`config.mk`:
```
export PLATFORM = sky130hd
export DESIGN_NAME = smv_exec
export DESIGN_NICKNAME = d
export VERILOG_FILES = /design/src/design/stack_machine_with_variables_core_macros.svh /design/src/design/smv_pkg.sv /design/src/design/smv_exec.sv
export SDC_FILE = /design/constraint.sdc
export NUM_CORES = 1
export LEC_CHECK = 0
export BUFFER_PORTS_ARGS = -buffer_cell sky130_fd_sc_hd__buf_2
export CAP_MARGIN = 20
export CORE_MARGIN = 3
export CORE_UTILIZATION = 60
export DETAILED_ROUTE_END_ITERATION = 7
export GPL_TIMING_DRIVEN = 0
export PLACE_DENSITY = 0.86
export SLEW_MARGIN = 15
export SYNTH_ARGS = -nofsm -noshare
export SYNTH_HDL_FRONTEND = slang
export SYNTH_SLANG_ARGS = --single-unit
```
`constraint.sdc`:
```
create_clock -name vclk -period 12.09
set_input_delay 0.6045 -clock vclk [all_inputs]
set_output_delay 0.6045 -clock vclk [all_outputs]
set_load 0.03 [all_outputs]
```
`src/design/stack_machine_with_variables_core_macros.svh`:
```
// assertion macros for the stack machine core
`ifndef STACK_MACHINE_WITH_VARIABLES_CORE_MACROS_SVH
`define STACK_MACHINE_WITH_VARIABLES_CORE_MACROS_SVH

`ifndef ASSERT_OFF

// property that holds at every edge out of reset
`define SMV_ASSERT(lbl, prop, msg) \
	lbl: assert property (@(posedge clk) disable iff (!arst_n) (prop)) else $error(msg);

// consequence holds in the cycle after the antecedent
`define SMV_ASSERT_NEXT(lbl, ante, cons, msg) \
	lbl: assert property (@(posedge clk) disable iff (!arst_n) (ante) |=> (cons)) \
		else $error(msg);

`else

`define SMV_ASSERT(lbl, prop, msg)
`define SMV_ASSERT_NEXT(lbl, ante, cons, msg)

`endif

`endif

```
`src/design/smv_pkg.sv`:
```
package smv_pkg;

	localparam int WORD_W     = 32;
	localparam int ENTRY_W    = 33;
	localparam int NAME_W     = 6;
	localparam int FUNC_W     = 3;
	localparam int STATUS_W   = 2;
	localparam int DEPTH_W    = 7;
	localparam int IN_DATA_W  = 40;
	localparam int IN_USER_W  = 4;
	localparam int OUT_DATA_W = 40;
	localparam int OUT_USER_W = 2;

	typedef enum logic [FUNC_W-1:0] {
		FN_PUSH    = 3'd0,
		FN_ADD     = 3'd1,
		FN_SUB     = 3'd2,
		FN_MULT    = 3'd3,
		FN_ASSIGN  = 3'd4,
		FN_PRINT   = 3'd5,
		FN_UNKNOWN = 3'd6
	} func_t;

	typedef enum logic [STATUS_W-1:0] {
		ST_DONE    = 2'd0,
		ST_PRINTED = 2'd1,
		ST_ERROR   = 2'd2,
		ST_IGNORED = 2'd3
	} status_t;

	typedef enum logic [1:0] {
		CNT_KEEP,
		CNT_INC,
		CNT_DEC1,
		CNT_DEC2
	} cnt_op_t;

	typedef enum logic [1:0] {
		TOP_KEEP,
		TOP_NEW,
		TOP_NEXT,
		TOP_RD_A
	} top_sel_t;

	typedef enum logic [1:0] {
		NXT_KEEP,
		NXT_TOP,
		NXT_RD_A,
		NXT_RD_B
	} next_sel_t;

	typedef struct packed {
		func_t               func;
		logic                push_is_name;
		logic [WORD_W-1:0]   push_literal;
		logic [NAME_W-1:0]   push_name;
		logic                halted;
		logic                full;
		logic                has_one;
		logic                has_two;
		logic                name_ok;
		logic                top_def;
		logic                next_def;
		logic [ENTRY_W-1:0]  top;
		logic [ENTRY_W-1:0]  next;
		logic [WORD_W-1:0]   top_var;
		logic [WORD_W-1:0]   next_var;
	} exec_in_t;

	typedef struct packed {
		status_t             status;
		logic [WORD_W-1:0]   print_value;
		cnt_op_t             cnt_op;
		top_sel_t            top_sel;
		next_sel_t           next_sel;
		logic                stk_wr;
		logic                stk_wr_low;
		logic                var_wr;
		logic                halt;
		logic [ENTRY_W-1:0]  top_val;
	} exec_out_t;

endpackage

```
`src/design/smv_exec.sv`:
```
module smv_exec (
	input  smv_pkg::exec_in_t  ei,
	output smv_pkg::exec_out_t eo
);

	logic [smv_pkg::WORD_W-1:0] val_top;
	logic [smv_pkg::WORD_W-1:0] val_next;
	logic [smv_pkg::WORD_W-1:0] prod;
	logic [smv_pkg::WORD_W-1:0] res;
	logic                       ok_top;
	logic                       ok_next;
	logic                       err;

	always_comb begin
		val_top  = ei.top[smv_pkg::WORD_W] ? ei.top_var : ei.top[smv_pkg::WORD_W-1:0];
		val_next = ei.next[smv_pkg::WORD_W] ? ei.next_var : ei.next[smv_pkg::WORD_W-1:0];
		ok_top   = !ei.top[smv_pkg::WORD_W] || ei.top_def;
		ok_next  = !ei.next[smv_pkg::WORD_W] || ei.next_def;
		prod     = val_next * val_top;
		case (ei.func)
			smv_pkg::FN_ADD: res = val_next + val_top;
			smv_pkg::FN_SUB: res = val_next - val_top;
			default:         res = prod;
		endcase
	end

	always_comb begin
		err            = 1'b0;
		eo.status      = smv_pkg::ST_DONE;
		eo.print_value = '0;
		eo.cnt_op      = smv_pkg::CNT_KEEP;
		eo.top_sel     = smv_pkg::TOP_KEEP;
		eo.next_sel    = smv_pkg::NXT_KEEP;
		eo.stk_wr      = 1'b0;
		eo.stk_wr_low  = 1'b0;
		eo.var_wr      = 1'b0;
		eo.halt        = 1'b0;
		eo.top_val     = {1'b0, res};
		if (ei.halted) begin
			eo.status = smv_pkg::ST_IGNORED;
		end else begin
			unique case (ei.func) inside
				smv_pkg::FN_PUSH: begin
					if (ei.full || (ei.push_is_name && !ei.name_ok)) begin
						err = 1'b1;
					end else begin
						eo.top_val  = ei.push_is_name ?
							{1'b1, {(smv_pkg::WORD_W-smv_pkg::NAME_W){1'b0}}, ei.push_name} :
							{1'b0, ei.push_literal};
						eo.stk_wr   = 1'b1;
						eo.cnt_op   = smv_pkg::CNT_INC;
						eo.top_sel  = smv_pkg::TOP_NEW;
						eo.next_sel = smv_pkg::NXT_TOP;
					end
				end
				smv_pkg::FN_ADD, smv_pkg::FN_SUB, smv_pkg::FN_MULT: begin
					if (!ei.has_two) begin
						err = 1'b1;
					end else if (!ok_top || !ok_next) begin
						// both operands are gone already
						err         = 1'b1;
						eo.cnt_op   = smv_pkg::CNT_DEC2;
						eo.top_sel  = smv_pkg::TOP_RD_A;
						eo.next_sel = smv_pkg::NXT_RD_B;
					end else begin
						eo.stk_wr     = 1'b1;
						eo.stk_wr_low = 1'b1;
						eo.cnt_op     = smv_pkg::CNT_DEC1;
						eo.top_sel    = smv_pkg::TOP_NEW;
						eo.next_sel   = smv_pkg::NXT_RD_A;
					end
				end
				smv_pkg::FN_ASSIGN: begin
					if (!ei.has_two) begin
						err = 1'b1;
					end else begin
						eo.cnt_op   = smv_pkg::CNT_DEC2;
						eo.top_sel  = smv_pkg::TOP_RD_A;
						eo.next_sel = smv_pkg::NXT_RD_B;
						if (!ei.next[smv_pkg::WORD_W] || ei.top[smv_pkg::WORD_W]) begin
							err = 1'b1;
						end else begin
							eo.var_wr = 1'b1;
						end
					end
				end
				smv_pkg::FN_PRINT: begin
					if (!ei.has_one || !ei.top[smv_pkg::WORD_W] || !ei.top_def) begin
						err = 1'b1;
					end else begin
						eo.status      = smv_pkg::ST_PRINTED;
						eo.print_value = ei.top_var;
						eo.cnt_op      = smv_pkg::CNT_DEC1;
						eo.top_sel     = smv_pkg::TOP_NEXT;
						eo.next_sel    = smv_pkg::NXT_RD_A;
					end
				end
				default: begin
					err = 1'b1;
				end
			endcase
			if (err) begin
				eo.status      = smv_pkg::ST_ERROR;
				eo.print_value = '0;
				eo.halt        = 1'b1;
			end
		end
	end

endmodule

```
==> summary.md <==
Yosys
* **area of the mapped netlist** 19500 sq um
* **cell accounting for the most synthesized area** sky130_fd_sc_hd__fa_1
* **adder and majority gate portion of the synthesized area** 0.519
* **proportion of netlist area held by the largest area contributor** 0.419
* **average cell area after synthesis** 8.19 sq um
* **sequential element share of the synthesized area** 0
* **Yosys Warn Count** 0
* **mux cell area share after synthesis** 0.0567
* **post-synthesis simple-gate area fraction** 0.167
* **number of library cell types mapped by synthesis** 74
* **top post-synthesis cells by count** sky130_fd_sc_hd__inv_1 (416), sky130_fd_sc_hd__fa_1 (409), sky130_fd_sc_hd__nor2_1 (354), sky130_fd_sc_hd__nand2_1 (276), sky130_fd_sc_hd__ha_1 (156)
* **most area-consuming cells after synthesis** sky130_fd_sc_hd__fa_1 (42%), sky130_fd_sc_hd__ha_1 (10%), sky130_fd_sc_hd__inv_1 (8.0%)
* **most numerous cell in the Yosys netlist** sky130_fd_sc_hd__inv_1
* **compound-cell area share of the yosys netlist** 0.0892
* **main combinational cell family by area after synthesis** adder cells
* **Synth Area in XOR/XNOR** 0.0612
* **synthesized netlist net count** 3129
* **Syn Inst Count** 2385

Timing
* **normalized max-slew margin** 0.122
* **number of hold-slack violations in the final timing report** 0
* **Final Critical Period** 11.70 ns
* **final critical-path share of the clock period** 0.968
* **Setup violations, final** 0
* **aggregate negative setup slack** 0 ns
* **Fmax** 0.0855 GHz
* **number of pins exceeding their max-slew limit in the final report** 0
* **slew at the pin closest to its max-slew limit** 1.29 ns
* **unrepaired setup endpoints after global routing** no

Clock tree
* **hold buffer count at cts** 0

Placement
* **half-perimeter wire length after placement** 64700 microns
* **routability-driven placement congestion ratio** 1.06
* **Buffers on Ports** 251

Worst setup path
* **capturing instance or port of the critical path** eo[30]
* **Critical Path AT** 11.09 ns
* **highest cell delay on the worst timing path** 0.97 ns
* **crit start category** primary input
* **Critical Path Slowest Stage Cell** sky130_fd_sc_hd__a2111oi_1
* **nature of the critical path endpoint** primary output
* **data required time of the critical path** 11.49 ns
* **cell with the most instances on the worst path** sky130_fd_sc_hd__fa_1
* **Crit path buffers/inverters** 11
* **Critical path origin** ei[129]
* **largest fanout on the critical path** 19
* **path type of the worst setup path** primary input to primary output
* **Crit path max-delay family** adder cells
* **cell depth of the worst setup path** 32

Drt
* **detailed-route wire length per cell** 24.9 microns
* **Via density** 6.09
* **first drt pass iteration count** 6
* **Remaining DRCs** 0
* **antenna-violating nets left** 0
* **routed wire length** 76700 microns
* **number of vias after detailed routing** 18800
* **drt initial violations** 2061

Finish
* **number of nets in the finished design** 3389
* **number of flip-flops and latches** 0
* **share of post-route cells with drive strength above 1** 0.132
* **FILL cells** 2764
* **total area of multi-input combinational cells** 17500 sq um
* **layout-stage area growth over the synthesis result** 9.65%
* **flip-flop and latch area** 0 sq um
* **clock tree buffer count of the final layout** 0

Floorplan
* **full die area** 34800 sq um
* **area of the core region** 31800 sq um
* **die width** 186 microns
* **initial core utilization** 0.614
* **top-level I/O count** 256
* **number of placement rows** 65
* **DIE HEIGHT** 186 microns

GRT
* **vias in the first global route** 19300
* **largest net degree at the start of global routing** 12
* **wire length of the first global-routing pass** 114000 microns
* **Remaining Overflow, GRT** 0
* **GRT Overall Usage** 0.435
* **initial antenna violation count** 1

Status
* **result of the run** completed

Min path
* **worst hold path class** primary input to primary output

Run
* **number of max-cap violations** 0

-- tightest hold or removal path, stage by stage --
cell and delay [ns]:
sky130_fd_sc_hd__buf_2 0.08, sky130_fd_sc_hd__and2_1 0.11, sky130_fd_sc_hd__buf_2 0.19
-- worst min-delay path by stage --
stage	from	endpoint	slack (ns)	cells past startpoint
floorplan	ei[133]	eo[34]	1.42	2
global placement	ei[63]	eo[74]	1.58	3
detailed placement	ei[63]	eo[74]	1.58	3
CTS	ei[63]	eo[74]	1.58	3
global route	ei[173]	eo[30]	1.60	3
finish	ei[63]	eo[74]	1.59	3
-- layout by cell type (no fill, tap or decap), drive strengths merged, types with 10 or more instances in the layout --
cell type	instances
a211oi	11
a21o	24
a21oi	110
and2	43
buf	278
clkbuf	85
clkinv	10
fa	409
ha	156
inv	417
mux2	36
mux2i	62
nand2	279
nand2b	11
nand3	17
nor2	356
nor3	16
o211ai	10
o21ai	58
xnor2	116
xor2	17
-- cells by family (layout without fill, tap and decap cells) --
family                   after synthesis  after routing
AO/OA/AOI/OAI                        282            282
other                                  0              1
multiplexers                          98             98
adder cells (fa/ha/maj)              565            565
buffers and inverters                532            790
XOR/XNOR                             134            134
AND/OR/NAND/NOR                      774            774
-- layer usage --
metal	track usage	share of wire
met1	0.539	0.35
met2	0.663	0.44
met3	0.154	0.14
met4	0.254	0.074
met5	0	0
-- area by class of cell --
type	instances	area share
Inverter	427	0.0748
Timing Repair Buffer	259	0.0617
Tap cell	435	0.0254
Multi-Input combinational cell	1853	0.816
Buffer	104	0.0222
Antenna cell	1	0.000117
-- metrics by stage --
stage               cell area (sq um)  hold WS (ns)  setup slack (ns)  cells  utilization
floorplan                       19500          1.42              2.40   2385            -
global placement                21300          1.58            -0.123   3071        0.671
detailed placement              21400          1.58            0.0311   3076        0.673
CTS                             21400          1.58            0.0193   3076        0.673
global route                    21400          1.60             0.131   3078        0.673
finish                          21400          1.59             0.391   3079        0.673
-- what timing repair did --
action,in CTS,in global routing
endpoints found under the hold margin,0,0
setup endpoints to repair,0,3
gates resized for setup,0,1
buffers inserted,0,0
